[config.mk]
export PLATFORM = sky130hd
export DESIGN_NAME = multichannel_pwm_with_slot_allocation_top
export DESIGN_NICKNAME = d
export VERILOG_FILES = /design/src/hw/rtl/mcpwm_pkg.sv /design/src/hw/rtl/multichannel_pwm_with_slot_allocation_top.sv /design/src/hw/rtl/mcpwm_ctrl.sv /design/src/hw/rtl/mcpwm_dp.sv
export SDC_FILE = /design/constraint.sdc
export NUM_CORES = 1
export LEC_CHECK = 0
export ABC_AREA = 1
export BUFFER_PORTS_ARGS = -buffer_cell sky130_fd_sc_hd__clkbuf_2
export CORE_UTILIZATION = 62
export CTS_CLUSTER_SIZE = 25
export DETAILED_ROUTE_END_ITERATION = 6
export PLACE_DENSITY = 0.81
export SLEW_MARGIN = 15
export SYNTH_ARGS = -nofsm -noshare
export SYNTH_HDL_FRONTEND = slang
export SYNTH_HIERARCHICAL = 1
export SYNTH_SLANG_ARGS = --single-unit
export TNS_END_PERCENT = 50
[constraint.sdc]
create_clock -name clk -period 2.9 [get_ports clk]
set_input_delay 0.29 -clock clk [delete_from_list [all_inputs] [get_ports clk]]
set_output_delay 0.29 -clock clk [all_outputs]
set_load 0.1 [all_outputs]
[src/hw/rtl/mcpwm_pkg.sv]
package mcpwm_pkg;

    localparam int NUM_CHANNELS = 8;
    localparam int PERIOD       = 256;

    localparam int ACT_W  = 3;
    localparam int CH_W   = 4;
    localparam int DUTY_W = 9;
    localparam int MASK_W = 8;
    localparam int SLOT_W = (NUM_CHANNELS > 1) ? $clog2(NUM_CHANNELS) : 1;
    localparam int CNT_W  = $clog2(PERIOD);
    localparam int CMP_W  = (CNT_W > DUTY_W) ? CNT_W : DUTY_W;
    localparam int NCNT_W = $clog2(NUM_CHANNELS + 1);

    typedef enum logic [ACT_W-1:0] {
        ACT_TICK   = 3'd0,
        ACT_INSERT = 3'd1,
        ACT_DELETE = 3'd2,
        ACT_SET    = 3'd3,
        ACT_GET    = 3'd4
    } action_t;

    typedef enum logic {
        ST_IDLE,
        ST_EXEC
    } state_t;

    typedef struct packed {
        logic capture;
        logic exec;
    } dp_cmd_t;

    typedef struct packed {
        logic out_room;
    } dp_stat_t;

endpackage

[src/hw/rtl/multichannel_pwm_with_slot_allocation_top.sv]
// Eight-channel PWM with a shared 8-bit period counter and a slot table.
// Each input beat carries one action (tick, insert, delete, set duty, get
// duty) and yields exactly one result beat holding status, the granted
// slot, the duty read back, the channel levels and the allocation mask.
// An item is captured first and then executed in the datapath, where all
// channel compares on a tick run in parallel. The execute state waits
// while the previous result is still stalled in the output register, and
// a new item is accepted only once the current one has executed.
module multichannel_pwm_with_slot_allocation_top
(
    input  logic                               clk,
    input  logic                               rst_n,
    input  logic                               in_valid,
    output logic                               in_stall,
    input  logic [mcpwm_pkg::ACT_W-1:0]        action,
    input  logic [mcpwm_pkg::CH_W-1:0]         channel,
    input  logic [mcpwm_pkg::DUTY_W-1:0]       duty,
    output logic                               out_valid,
    input  logic                               out_stall,
    output logic                               status,
    output logic [mcpwm_pkg::CH_W-1:0]         new_channel,
    output logic [mcpwm_pkg::DUTY_W-1:0]       duty_read,
    output logic [mcpwm_pkg::MASK_W-1:0]       levels,
    output logic [mcpwm_pkg::MASK_W-1:0]       active_mask
);
    import mcpwm_pkg::*;

    dp_cmd_t  cmd;
    dp_stat_t stat;

    mcpwm_ctrl u_ctrl
    (
        .clk      (clk),
        .rst_n    (rst_n),
        .in_valid (in_valid),
        .in_stall (in_stall),
        .stat     (stat),
        .cmd      (cmd)
    );

    mcpwm_dp u_dp
    (
        .clk         (clk),
        .rst_n       (rst_n),
        .cmd         (cmd),
        .stat        (stat),
        .action      (action),
        .channel     (channel),
        .duty        (duty),
        .out_valid   (out_valid),
        .out_stall   (out_stall),
        .status      (status),
        .new_channel (new_channel),
        .duty_read   (duty_read),
        .levels      (levels),
        .active_mask (active_mask)
    );

endmodule

[src/hw/rtl/mcpwm_ctrl.sv]
module mcpwm_ctrl
(
    input  logic               clk,
    input  logic               rst_n,
    input  logic               in_valid,
    output logic               in_stall,
    input  mcpwm_pkg::dp_stat_t stat,
    output mcpwm_pkg::dp_cmd_t  cmd
);
    import mcpwm_pkg::*;

    state_t state_reg;
    state_t state_next;

    always_ff @(posedge clk or negedge rst_n)
    begin
        if (!rst_n)
        begin
            state_reg <= ST_IDLE;
        end
        else
        begin
            state_reg <= state_next;
        end
    end

    always_comb
    begin
        state_next  = state_reg;
        in_stall    = 1'b1;
        cmd.capture = 1'b0;
        cmd.exec    = 1'b0;
        unique case (state_reg)
            ST_IDLE:
            begin
                in_stall = 1'b0;
                if (in_valid)
                begin
                    cmd.capture = 1'b1;
                    state_next  = ST_EXEC;
                end
            end
            ST_EXEC:
            begin
                // hold until the result register can take a new beat
                if (stat.out_room)
                begin
                    cmd.exec   = 1'b1;
                    state_next = ST_IDLE;
                end
            end
            default:
            begin
                state_next = ST_IDLE;
            end
        endcase
    end

endmodule

[src/hw/rtl/mcpwm_dp.sv]
module mcpwm_dp
(
    input  logic                               clk,
    input  logic                               rst_n,
    input  mcpwm_pkg::dp_cmd_t                 cmd,
    output mcpwm_pkg::dp_stat_t                stat,
    input  logic [mcpwm_pkg::ACT_W-1:0]        action,
    input  logic [mcpwm_pkg::CH_W-1:0]         channel,
    input  logic [mcpwm_pkg::DUTY_W-1:0]       duty,
    output logic                               out_valid,
    input  logic                               out_stall,
    output logic                               status,
    output logic [mcpwm_pkg::CH_W-1:0]         new_channel,
    output logic [mcpwm_pkg::DUTY_W-1:0]       duty_read,
    output logic [mcpwm_pkg::MASK_W-1:0]       levels,
    output logic [mcpwm_pkg::MASK_W-1:0]       active_mask
);
    import mcpwm_pkg::*;

    // captured item
    logic [ACT_W-1:0]  act_reg;
    logic [CH_W-1:0]   chan_reg;
    logic [DUTY_W-1:0] duty_in_reg;

    // block state
    logic [CNT_W-1:0]        cnt_reg, cnt_next;
    logic [DUTY_W-1:0]       duty_tab_reg [NUM_CHANNELS];
    logic [DUTY_W-1:0]       duty_tab_next [NUM_CHANNELS];
    logic [NUM_CHANNELS-1:0] active_reg, active_next;
    logic [NCNT_W-1:0]       count_reg, count_next;
    logic [NUM_CHANNELS-1:0] level_reg, level_next;

    // result register
    logic              out_valid_reg, out_valid_next;
    logic              status_reg, status_next;
    logic [CH_W-1:0]   new_ch_reg, new_ch_next;
    logic [DUTY_W-1:0] duty_rd_reg, duty_rd_next;

    logic [CH_W-1:0]   chan_m1;
    logic [SLOT_W-1:0] slot;
    logic              hit;
    logic [SLOT_W-1:0] free_idx;
    logic              free_found;

    assign stat.out_room = !out_valid_reg || !out_stall;

    assign chan_m1 = chan_reg - CH_W'(1);
    assign slot    = chan_m1[SLOT_W-1:0];
    assign hit     = (chan_reg != '0) && (chan_reg <= CH_W'(NUM_CHANNELS)) && active_reg[slot];

    // lowest free slot
    always_comb
    begin
        free_idx   = '0;
        free_found = 1'b0;
        for (int i = NUM_CHANNELS - 1; i >= 0; i--)
        begin
            if (!active_reg[i])
            begin
                free_idx   = SLOT_W'(i);
                free_found = 1'b1;
            end
        end
    end

    always_comb
    begin
        cnt_next       = cnt_reg;
        duty_tab_next  = duty_tab_reg;
        active_next    = active_reg;
        count_next     = count_reg;
        level_next     = level_reg;
        out_valid_next = out_valid_reg;
        status_next    = status_reg;
        new_ch_next    = new_ch_reg;
        duty_rd_next   = duty_rd_reg;

        if (out_valid_reg && !out_stall)
        begin
            out_valid_next = 1'b0;
        end

        if (cmd.exec)
        begin
            out_valid_next = 1'b1;
            status_next    = 1'b0;
            new_ch_next    = '0;
            duty_rd_next   = '0;
            case (act_reg)
                ACT_TICK:
                begin
                    if (cnt_reg == CNT_W'(PERIOD - 1))
                    begin
                        cnt_next = '0;
                    end
                    else
                    begin
                        cnt_next = cnt_reg + CNT_W'(1);
                    end
                    for (int i = 0; i < NUM_CHANNELS; i++)
                    begin
                        level_next[i] = active_reg[i] &&
                                        (CMP_W'(cnt_next) < CMP_W'(duty_tab_reg[i]));
                    end
                end
                ACT_INSERT:
                begin
                    if ((count_reg < NCNT_W'(NUM_CHANNELS)) && free_found)
                    begin
                        active_next[free_idx]   = 1'b1;
                        duty_tab_next[free_idx] = '0;
                        count_next              = count_reg + NCNT_W'(1);
                        new_ch_next             = CH_W'(free_idx) + CH_W'(1);
                    end
                end
                ACT_DELETE:
                begin
                    if (hit)
                    begin
                        active_next[slot]   = 1'b0;
                        duty_tab_next[slot] = '0;
                        level_next[slot]    = 1'b0;
                        if (count_reg != '0)
                        begin
                            count_next = count_reg - NCNT_W'(1);
                        end
                    end
                    else
                    begin
                        status_next = 1'b1;
                    end
                end
                ACT_SET:
                begin
                    if (hit)
                    begin
                        duty_tab_next[slot] = duty_in_reg;
                    end
                    else
                    begin
                        status_next = 1'b1;
                    end
                end
                ACT_GET:
                begin
                    if (hit)
                    begin
                        duty_rd_next = duty_tab_reg[slot];
                    end
                    else
                    begin
                        status_next = 1'b1;
                    end
                end
                default:
                begin
                    // unknown action: leave state alone
                end
            endcase
        end
    end

    always_ff @(posedge clk or negedge rst_n)
    begin
        if (!rst_n)
        begin
            cnt_reg       <= '0;
            active_reg    <= '0;
            count_reg     <= '0;
            level_reg     <= '0;
            out_valid_reg <= 1'b0;
        end
        else
        begin
            cnt_reg       <= cnt_next;
            active_reg    <= active_next;
            count_reg     <= count_next;
            level_reg     <= level_next;
            out_valid_reg <= out_valid_next;
        end
    end

    // a free slot's duty is never observed before insert clears it
    always_ff @(posedge clk)
    begin
        duty_tab_reg <= duty_tab_next;
        status_reg   <= status_next;
        new_ch_reg   <= new_ch_next;
        duty_rd_reg  <= duty_rd_next;
        if (cmd.capture)
        begin
            act_reg     <= action;
            chan_reg    <= channel;
            duty_in_reg <= duty;
        end
    end

    assign out_valid   = out_valid_reg;
    assign status      = status_reg;
    assign new_channel = new_ch_reg;
    assign duty_read   = duty_rd_reg;
    assign levels      = MASK_W'(level_reg);
    assign active_mask = MASK_W'(active_reg);

endmodule

# Word-level counts from Yosys, hierarchy flattened
# Index checks and enable logic that the tools add are counted.
[word_totals]
ff_bits = 132
out_inout_bits = 32
in_bits = 20
[op_classes]
magnitude_cmp = 18
n_eq_ne = 9
n_reduce_logical = 34
n_bitwise = 11
add_sub_neg = 5
n_mux = 56
[op_table]
columns = ["cell", "count"]
rows = [
  ["72-bit 2-to-1 mux", 3],
  ["72-bit case mux with 3 select lines", 1],
  ["72-bit bitwise AND", 2],
  ["72-bit NOT", 2],
  ["72-bit bitwise mux", 1],
  ["8-bit by 9-bit less-than comparator with 1-bit output", 8],
  ["9-bit demux with 3-bit select", 2],
  ["8-bit 2-to-1 mux", 6],
  ["9-bit 2-to-1 mux", 4],
  ["8-bit case mux with 2 select lines", 2],
  ["9-bit binary-select mux with 3-bit select", 1],
  ["3-bit 2-to-1 mux", 8],
  ["1-bit 2-to-1 mux", 20],
  ["8-bit bitwise AND", 2],
  ["1-bit logical AND", 16],
  ["4-bit 2-to-1 mux", 3],
  ["5-bit AND reduction", 2],
  ["8-bit by 1-bit adder with 8-bit output, second input constant", 1],
  ["8-bit == test, second input constant", 1],
  ["4-bit greater-or-equal comparator, second input constant", 2],
  ["3-bit by 4-bit less-than comparator with 1-bit output, second input constant", 2],
  ["4-bit by 1-bit less-than comparator with 1-bit output, second input constant", 2],
  ["2-bit by 1-bit inequality test with 1-bit output, second input constant", 4],
  ["3-bit NOT with 4-bit output", 2],
  ["27 further kinds", 36],
]

# Longest topological paths before layout
# Gate-level depths: netlist (run 1).
[logic_depth]
depth_word = 17
ltp_mapped = 17
depth_no_buf = 15

# Modules after synthesis
# The synthesis (run 1) kept the hierarchy.
[by_module_without_submodules]
columns = ["mod", "cells_each", "n_inst", "area_per_inst_um2", "seq_area_each_um2"]
rows = [
  ["mcpwm_dp", 985, 1, 8181.6, 3788.6],
  ["mcpwm_ctrl", 9, 1, 60.1, 25.0],
]

# Worst setup path before layout (run 1)
# No wires, ideal clock.
[synth_timing]
path_type = "reg-to-reg"
from = "reg u_dp.out_valid_reg, in the netlist u_dp/out_valid"
to = "reg u_dp/duty_tab_reg[0] (netlist name), enable pin"
path_buffers = 0
setup_ps = 378
t_required_ps = 2522
stages_incl_launch_ff = 8
slack_ps = -53
arrival_ps = 2575
cell_sequence = "dfrtp_1 nand2_1 nand2_1 inv_1 inv_1 nor3_1 nand3_1 a21oi_1"
[synth_rtl]
columns = ["element", "line", "source"]
rows = [
  ["start: declaration", "mcpwm_dp.sv:34", "logic out_valid_reg, out_valid_next;"],
  ["start signal: assignment", "mcpwm_dp.sv:179", "out_valid_reg <= out_valid_next;"],
  ["end signal: assignment", "mcpwm_dp.sv:186", "duty_tab_reg <= duty_tab_next;"],
  ["end: declaration", "mcpwm_dp.sv:27", "logic [DUTY_W-1:0] duty_tab_reg [NUM_CHANNELS];"],
]

# Final worst setup path (run 1)
[layout_timing]
from = "reg u_dp.cnt_reg[0]"
to = "reg u_dp.level_reg[4], in the netlist u_dp/levels[4]"
[layout_between]
elab_chain_len = 7
word_cells_on_any_way = 8
cone_classes = "add/sub: 1; order compare: 1; eq/ne: 1; mux: 4; reduce/logical: 1"
[layout_rtl]
columns = ["element", "line", "source"]
rows = [
  ["start: declaration", "mcpwm_dp.sv:26", "logic [CNT_W-1:0] cnt_reg, cnt_next;"],
  ["start signal: assignment", "mcpwm_dp.sv:175", "cnt_reg <= cnt_next;"],
  ["8-bit by 1-bit adder with 8-bit output / 8-bit == test (equally long branches)", "mcpwm_dp.sv:98, mcpwm_dp.sv:92", ""],
  ["8-bit 2-to-1 mux *", "mcpwm_dp.sv:92", "if (cnt_reg == CNT_W'(PERIOD - 1))"],
  ["8-bit 2-to-1 mux *", "mcpwm_dp.sv:89", "case (act_reg)"],
  ["8-bit 2-to-1 mux *", "mcpwm_dp.sv:83", "if (cmd.exec)"],
  ["8-bit by 9-bit less-than comparator with 1-bit output *", "mcpwm_dp.sv:103", "(CMP_W'(cnt_next) < CMP_W'(duty_tab_reg[i]));"],
  ["1-bit logical AND *", "mcpwm_dp.sv:102", "level_next[i] = active_reg[i] &&"],
  ["8-bit case mux with 2 select lines *", "mcpwm_dp.sv:89", ""],
  ["end signal: assignment", "mcpwm_dp.sv:178", "level_reg <= level_next;"],
  ["end: declaration", "mcpwm_dp.sv:31", "logic [NUM_CHANNELS-1:0] level_reg, level_next;"],
]
# Every way passes the cells marked *; elsewhere a longest branch is shown, timed or not. The select of a mux whose other input is x is not followed.
# A chain may end at the register's enable or synchronous reset.

==> results by group, run 1 <==
Floorplanning
  – Top Ports: 52
  – Chip width: 117 µm
  – Die height: between 100 and 150 µm
  – Core ar.: 12800 µm²
  – Die area: 13800 µm²
  – Starting density of the core: 64.5%
  – Rows: 41

CTS
  – Reg clk slew, reported paths: 0.06 ns
  – Clk sinks: 132
  – Clk buf depth: 2
  – Worst-Skew Late Latency: 0.43 ns
  – H-tree levels: 4
  – CTS tree: done
  – CTS buffer count: 17
  – Hold buffer count at CTS: 0
  – Root buffer cell: clkbuf_16

Layout
  – Antenna diodes: 0
  – Post-Layout Inst Area: roughly 9400 µm²
  – Cell Count, Final, Fillers Out: 1247
  – Area Growth Syn to Fin: 13.6%
  – Layout Utilization: roughly three quarters
  – Nets: 1128
  – Share of layout cells above drive strength 1: 14.7%
  – Max reg flops: 72

Run status
  – Run status: complete, but fails checks
  – Failing checks: hold timing

Critical path
  – Arrival time at the worst endpoint: 3.13 ns
  – CP max-delay cell: xor2_1
  – Delay of the slowest critical-path stage: roughly 0.83 ns
  – Peak fanout along the critical path: 9
  – CP endpoint kind: register
  – Buf/Inv on CP: 0
  – Crit path max-delay family: XOR/XNOR gates
  – Reg2Reg Setup Slack: ~0.13 ns
  – CP cell instances: ha_1 -> nand2_1 -> nor2_2 -> nand3_1 -> xor2_1 -> ha_1 -> nand2_1 -> nor2_1 -> nand2_1 -> nand2_1 -> nand2_1 -> nand2_1 -> a21oi_2
  – Most frequent CP cell: nand2_1
  – Setup Crit Path Kind: reg -> reg
  – CP required: 3.26 ns
  – Startpoint types: register

Power
  – Power Total: 8.06 mW
  – Leak: 4.56 nW
  – Sw Share: between 40% and 50%
  – Sequential share of power: around a third
  – Comb power frac: 39.9%
  – Net load switching power: 3.55 mW
  – Max VDD drop: between 600 and 700 µV
  – Pwr dens: between 800 and 900 nW/µm²
  – Clk pwr share: a little over a quarter
  – Pint: 4.51 mW

STA
  – Final setup fails: 0
  – Least-Margin Pin Slew: roughly 1.1 ns
  – Skew final: between 0.008 and 0.009 ns
  – Max Transition Viols Final: 0
  – Period minus WS final: approximately 2.8 ns
  – Max-slew headroom: 29.6%
  – Setup WS post-layout: 0.134 ns
  – Final Hold Viols: 30
  – Highest clock rate: 0.362 GHz
  – Setup TNS: 0 ns
  – Final period util: 95.4%
  – Hold slack: -0.0185 ns
  – Unrepaired setup endpoints after global routing: no

Global route
  – Initial antenna violation count: 0
  – GRT overflow: 0
  – Largest net degree at the start of global routing: 73
  – Vias in the first global route: 6904
  – Total GRT Usage: 37.0%
  – First-pass GRT wire length: 36800 µm

Synthesis
  – Ys async rst share: 22.7%
  – Distinct cells, synth: between 40 and 50
  – Synth Warn #: 6
  – Seq/Total Area, Yosys: 46.3%
  – Cells after Synth: 994
  – Synthesis-stage register bit count: 132
  – Main synth FF type: edfxtp_1
  – Syn Area/Cell: 8.29 µm²
  – Post-synthesis cell area: a little over 8000 µm²
  – Syn_nets: 1060
  – Post-synth EDFFs: 102

Placed design
  – Final Wtd Congestion: 0.945
  – Area post-placement: 8750 µm²
  – Setup slack at placement: between 0.06 and 0.07 ns
  – Placed insts: 1215
  – DP HPWL: 17300 µm
  – Port bufs: 51

Routing
  – DR DRC count: 0
  – WL/cell: between 15 and 20 µm
  – Detailed Route WL: roughly 24000 µm
  – Vias after detailed routing: 7603
  – Via/cell ratio: just over 6
  – DRT antenna net count: 0
  – Drt first pass iters: 7
  – DR iter-0 viols: roughly 1100

Flow run
  – Maxcap violations: 0

Min path
  – Worst hold path type: in -> async
-- synthesized netlist by cell type (all sizes together), types with 11 or more instances --
cell type	number	area [µm²]
dfrtp	30	751
inv	166	626
ha	45	563
o22ai	62	388
a21oi	40	241
edfxtp	102	3060
o21ai	55	279
nand2	274	1070
clkbuf	13	48.8
nor2	73	292
buf	11	77.6
nand4	14	93.8
nand3	62	358
-- what timing repair did --
item | in CTS | in global routing
setup buffers | 0 | 0
resized for setup | 0 | 3
endpoints found under the setup margin | 0 | 14
-- layout by cell type (no fill, tap or decap), drive strengths merged --
cell type | synthesis | layout
a211oi | 8 | 8
a21boi | 2 | 2
a21oi | 40 | 40
a221oi | 4 | 4
a22o | 1 | 1
a31oi | 2 | 2
a41oi | 1 | 1
buf | 11 | 22
bufinv | 0 | 2
clkbuf | 13 | 68
clkinv | 2 | 5
clkinvlp | 0 | 3
dfrtp | 30 | 30
edfxtp | 102 | 102
fa | 1 | 1
ha | 45 | 45
inv | 166 | 173
nand2 | 274 | 274
nand3 | 62 | 62
nand4 | 14 | 14
nor2 | 73 | 73
nor3 | 8 | 8
nor4 | 1 | 1
o2111ai | 3 | 3
o211ai | 1 | 1
o21ai | 55 | 55
o21bai | 1 | 1
o22ai | 62 | 62
o31a | 3 | 3
xor2 | 9 | 9
-- worst paths after layout --
| path | startpoint | endpoint | cells after the start |
|---|---|---|---|
| min | rst_n | u_dp/cnt_reg[1] | 1 |
| min in group clk | channel[3] | u_dp/chan_reg[3] | 1 |
| max reg2reg | u_dp/cnt_reg[0] | u_dp/levels[4] | 13 |
| max in group asynchronous | rst_n | u_dp/levels[3] | 1 |
| max | u_dp/cnt_reg[0] | u_dp/levels[4] | 13 |
| min reg2reg | u_dp/count_reg[3] | u_dp/count_reg[3] | 1 |
-- power by group through the flow --
stage / registers [mW] / logic, mW / clock network [mW]
after global routing: 2.67 / 3.52 / 2.29
after detailed placement: 2.67 / 3.15 / 0
after floorplan: 3.40 / 1.66 / 0
after global placement: 2.66 / 3.07 / 0
after CTS: 2.64 / 3.17 / 2.20
final: 2.64 / 3.21 / 2.20
-- layout make-up --
type,count,area (µm²)
flip-flops and latches,132,3810
clock buffers,17,425
multi-input cells,670,3680
well taps,172,215
fillers,954,3410
repair buffers,73,420
inverters,168,634
clock inverters,15,169
-- metal layers --
metal	vias to the layer above	track usage, %	routed length, µm
met1	3499	48.7	9180
li1	3488	-	-
met3	88	9.94	3040
met5	-	0	0
met2	528	55.8	10800
met4	0	19.9	1120
-- kinds of logic (layout without fill, tap and decap cells) --
kind of cell    after synthesis  count (layout)  synth area share [%]
fa+ha+maj                    46              46                  7.07
compound gates              183             183                  13.6
flops                       132             132                  46.3
xor+xnor                      9               9                 0.956
simple gates                432             432                  22.8
buf+inv                     192             273                  9.22
(Power assumes the default switching activity.)
==> inputs of run 2 (changes only) <==
Settings changed: BUFFER_PORTS_ARGS -buffer_cell sky130_fd_sc_hd__clkbuf_2 to -buffer_cell sky130_fd_sc_hd__buf_2.
==> results by group, run 2 (synthesized netlist as in run 1, its figures left out) <==
Floorplanning
  – Rows: 41
  – Die height: 117 µm
  – Starting density of the core: ~65%
  – Top Ports: 52
  – Chip width: 117 µm
  – Core ar.: between 10000 and 15000 µm²
  – Die area: 13800 µm²

Routing
  – Detailed Route WL: ~24000 µm
  – Drt first pass iters: 6
  – DR DRC count: 0
  – Via/cell ratio: 6.03
  – Vias after detailed routing: 7533
  – DRT antenna net count: 0
  – WL/cell: 19.0 µm
  – DR iter-0 viols: 829

Critical path
  – Crit path max-delay family: simple AND/OR/NAND/NOR gates
  – Peak fanout along the critical path: 9
  – CP required: 3.03 ns
  – Startpoint types: register
  – CP max-delay cell: ha_1
  – Setup Crit Path Kind: reg -> reg
  – CP endpoint kind: register
  – Buf/Inv on CP: 4
  – CP cell instances: inv_1 -> ha_1 -> inv_2 -> nand2_1 -> nand2_1 -> nand2_1 -> nand3_4 -> nand2_1 -> nand3_1 -> buf_4 -> a21oi_1 -> buf_4
  – Most frequent CP cell: nand2_1
  – Arrival time at the worst endpoint: 2.84 ns
  – Delay of the slowest critical-path stage: 0.45 ns

CTS
  – Worst-Skew Late Latency: 0.42 ns
  – Clk sinks: 132
  – CTS buffer count: 17
  – Clk buf depth: 2
  – H-tree levels: 4
  – Root buffer cell: clkbuf_16
  – CTS tree: done
  – Reg clk slew, reported paths: around 0.060 ns

STA
  – Skew final: approximately 0.0053 ns
  – Hold slack: 0.0382 ns
  – Unrepaired setup endpoints after global routing: no
  – Period minus WS final: 2.71 ns
  – Highest clock rate: around 0.37 GHz
  – Max-slew headroom: 31.4%
  – Max Transition Viols Final: 0
  – Final Hold Viols: 0
  – Final period util: 93.5%
  – Setup TNS: 0 ns
  – Least-Margin Pin Slew: 1.03 ns
  – Final setup fails: 0

Layout
  – Share of layout cells above drive strength 1: 14.7%
  – Nets: about 1100
  – Area taken by multi-input logic gates: 3680 µm²
  – Max reg flops: 72
  – Most frequent cells in the layout: nand2_1, inv_1, edfxtp_1, nor2_1, o22ai_1
  – Fillers: 950
  – Area Growth Syn to Fin: 14.6%
  – Antenna diodes: 0
  – FF/Latch Area: 3810 µm²
  – Commonest non-fill, non-tap cell in the layout: nand2_1

Placed design
  – Port bufs: 51
  – DP HPWL: about 17000 µm
  – Final Wtd Congestion: ~0.91

Min path
  – Worst hold path type: in -> reg

Power
  – Pwr dens: 874 nW/µm²
  – Leak: approximately 4.6 nW
  – Max VDD drop: between 600 and 700 µV

Run status
  – Run status: finished, final reports clean

Global route
  – Initial antenna violation count: 0
  – Largest net degree at the start of global routing: 73
  – Total GRT Usage: 37.1%
  – First-pass GRT wire length: 37000 µm
  – GRT overflow: 0
  – Vias in the first global route: slightly below 7000

Flow run
  – Maxcap violations: 0
run 2: cell types whose count changed in the layout (fill, tap and decap cells not counted), sizes merged:
cell | before | now
clkbuf | 68 | 17
bufinv | 2 | 5
buf | 22 | 75
inv | 173 | 169
dlygate4sd3 | 0 | 1
clkinvlp | 3 | 1
clkinv | 5 | 8
run 2: what timing repair did:
action                                  4_1_cts  5_1_grt
hold buffers                                  1        0
resized for setup                             0        2
buffers inserted                              0        0
endpoints found under the setup margin        0        9
hold endpoints to repair                     19        0
run 2: path summary, 6_finish.rpt:
check / slack, ns / depth (start not counted) / end / start
max: 0.19 / 12 / u_dp/duty_tab_reg[47] / u_dp/chan_reg[0]
min: 0.04 / 1 / u_dp/chan_reg[3] / channel[3]
max reg2reg: 0.19 / 12 / u_dp/duty_tab_reg[47] / u_dp/chan_reg[0]
min reg2reg: 0.53 / 2 / u_dp/cnt_reg[7] / u_dp/cnt_reg[7]
max in group asynchronous: 1.91 / 2 / u_dp/count_reg[1] / rst_n
min in group asynchronous: 0.47 / 2 / u_dp/cnt_reg[3] / rst_n
run 2: final cells by class:
cell class | instances | area share [%]
flip-flops and latches | 132 | 40.4
repair buffers | 76 | 4.72
multi-input cells | 670 | 39.0
inverters | 168 | 6.72
clock inverters | 15 | 2.41
clock buffers | 17 | 4.51
well taps | 172 | 2.28
run 2: power breakdown:
group	internal [mW]	switching (mW)	total, mW
Clock	1.53	0.855	2.39
Sequential	2.38	0.252	2.64
Combinational	0.852	2.37	3.22
Total	4.77	3.48	8.25
run 2: per-stage QoR:
stage | power [mW] | setup WS (ns) | utilization [%] | area (µm²) | cells
global placement | 5.73 | 0.296 | 68.6 | 8770 | 1217
CTS | 8.20 | 0.197 | 73.8 | 9430 | 1250
detailed placement | 5.81 | 0.240 | 68.6 | 8770 | 1217
global route | 8.69 | 0.0479 | 73.9 | 9440 | 1250
finish | 8.25 | 0.190 | 73.9 | 9440 | 1250
floorplan | 5.07 | -0.0532 | - | 8240 | 994
run 2: worst register-to-register path: cells and delay by family (launching register included):
family / cells / cell delay [ns]
adder cells (fa/ha/maj): 1 / 0.45
AO/OA/AOI/OAI: 1 / 0.12
buffers and inverters: 4 / 0.72
flip-flops: 1 / 0.34
AND/OR/NAND/NOR: 6 / 0.79
run 2: layer usage:
| layer | global-route usage, % | wire, µm | up-vias |
|---|---|---|---|
| li1 | - | - | 3502 |
| met1 | 48.3 | 9210 | 3470 |
| met2 | 57.0 | 10800 | 477 |
| met3 | 10.7 | 2780 | 84 |
| met4 | 18.0 | 960 | 0 |
| met5 | 0 | 0 | - |
==> inputs of run 3 (changes only) <==
Clock period 2.9 ns to 3.48 ns, I/O delays scaled along.
==> results by group, run 3 (synthesized netlist as in run 1, its figures left out) <==
Run status
  – Run status: complete, but fails checks
  – Failing checks: hold timing

Placed design
  – Area post-placement: 8770 µm²
  – DP HPWL: about 17000 µm
  – Setup slack at placement: 0.723 ns
  – Port bufs: 51
  – Final Wtd Congestion: 0.993

Power
  – Pwr dens: 714 nW/µm²
  – Power Total: 6.67 mW
  – Leak: 4.56 nW
  – Max VDD drop: 421 µV

Critical path
  – Reg2reg end: u_dp/duty_tab_reg[57]
  – Setup Crit Path Kind: reg -> reg
  – Peak fanout along the critical path: 8
  – CP endpoint kind: register
  – Startpoint types: register
  – Reg2Reg Depth: 11
  – Arrival time at the worst endpoint: about 3 ns
  – Reg2Reg Setup Slack: 0.61 ns
  – Worst r2r src: u_dp/chan_reg[0]
  – CP required: between 3 and 4 ns

Floorplanning
  – Chip width: 117 µm
  – Top Ports: between 50 and 60
  – Die height: approximately 120 µm
  – Core ar.: about 13000 µm²
  – Die area: 13800 µm²
  – Rows: 41
  – Starting density of the core: roughly 65%

CTS
  – Clk sinks: between 100 and 150
  – Hold buffer count at CTS: 0
  – CTS buffer count: 17
  – Root buffer cell: clkbuf_16
  – CTS tree: done
  – Post-CTS resize count: 0
  – Post-CTS setup buffer count: 0
  – H-tree levels: 4
  – Reg clk slew, reported paths: roughly 0.06 ns
  – Clk buf depth: 2
  – Worst-Skew Late Latency: 0.43 ns

Global route
  – Initial antenna violation count: 0
  – Largest net degree at the start of global routing: 31
  – Total GRT Usage: 37.7%
  – First-pass GRT wire length: 37600 µm
  – Vias in the first global route: about 7100
  – GRT overflow: 0

STA
  – Setup TNS: 0 ns
  – Skew final: 0.00690 ns
  – Max-slew headroom: 48.0%
  – Highest clock rate: 0.349 GHz
  – Period minus WS final: roughly 2.9 ns
  – Max Transition Viols Final: 0
  – Final Hold Viols: 8
  – Hold slack: -0.0151 ns
  – Final period util: 82.4%
  – Setup WS post-layout: 0.613 ns
  – Least-Margin Pin Slew: slightly below 0.8 ns
  – Final setup fails: 0
  – Unrepaired setup endpoints after global routing: no

Layout
  – Commonest non-fill, non-tap cell in the layout: nand2_1
  – Max reg flops: 72
  – Area Growth Syn to Fin: 13.3%
  – Most frequent cells in the layout: nand2_1, inv_1, edfxtp_1, nor2_1, o22ai_1
  – Share of layout cells above drive strength 1: 14.6%
  – Nets: 1131
  – Post-Layout Inst Area: 9340 µm²
  – Antenna diodes: 0

Min path
  – Worst hold path type: in -> async

Routing
  – Drt first pass iters: 7
  – DR DRC count: 0
  – DRT antenna net count: 0
  – Vias after detailed routing: 7628
  – Detailed Route WL: approximately 24000 µm
  – Via/cell ratio: 6.10
  – WL/cell: 19.3 µm
  – DR iter-0 viols: 1158

Flow run
  – Maxcap violations: 0
-- run 3: area by class of cell --
type                       count  area (µm²)
tap                          172         215
timing repair buffer          76         443
multi-input combinational    670        3670
sequential                   132        3810
fill                         897        3440
clock inverter                15         139
clock buffer                  17         425
inverter                     168         633
-- run 3: per-layer routing --
metal	part of all wire [%]	global-route usage (%)	up-vias
met5	0	0	-
met4	3.6	18.5	0
met3	14	13.7	84
met2	45	57.1	564
met1	38	47.8	3486
li1	-	-	3494
-- run 3: metrics by stage --
stage,utilization (%),instances
4_1_cts,73.1,1250
5_1_grt,73.1,1250
2_1_floorplan,-,994
3_3_place_gp,68.7,1218
3_5_place_dp,68.7,1218
6_report,73.1,1250
-- run 3: power breakdown --
group | switching (mW) | internal [mW]
registers | 0.207 | 1.99
clock network | 0.693 | 1.04
logic | 2.02 | 0.725
total | 2.91 | 3.75
-- run 3: critical path: stages (launching register included) --
cell and delay [ns]:
edfxtp_1 0.35, inv_1 0.10, ha_1 0.43, inv_2 0.10, nand2_1 0.08, nand2_1 0.05, nand2_1 0.10, nand3_4 0.11
nand2_1 0.09, nand3_1 0.32, a21oi_1 0.56, buf_4 0.27
-- run 3: how the worst max path moves through the flow --
stage                                 from               endpoint  slack [ns]  depth (start not counted)
after global routing      u_dp/chan_reg[0]  u_dp/duty_tab_reg[57]        0.48                         11
final                     u_dp/chan_reg[0]  u_dp/duty_tab_reg[57]        0.61                         11
after floorplan             u_dp/out_valid   u_dp/duty_tab_reg[0]        0.53                          7
after global placement    u_dp/chan_reg[0]  u_dp/duty_tab_reg[57]        0.81                         11
after CTS                 u_dp/chan_reg[0]  u_dp/duty_tab_reg[57]        0.66                         11
after detailed placement  u_dp/chan_reg[0]  u_dp/duty_tab_reg[57]        0.72                         11
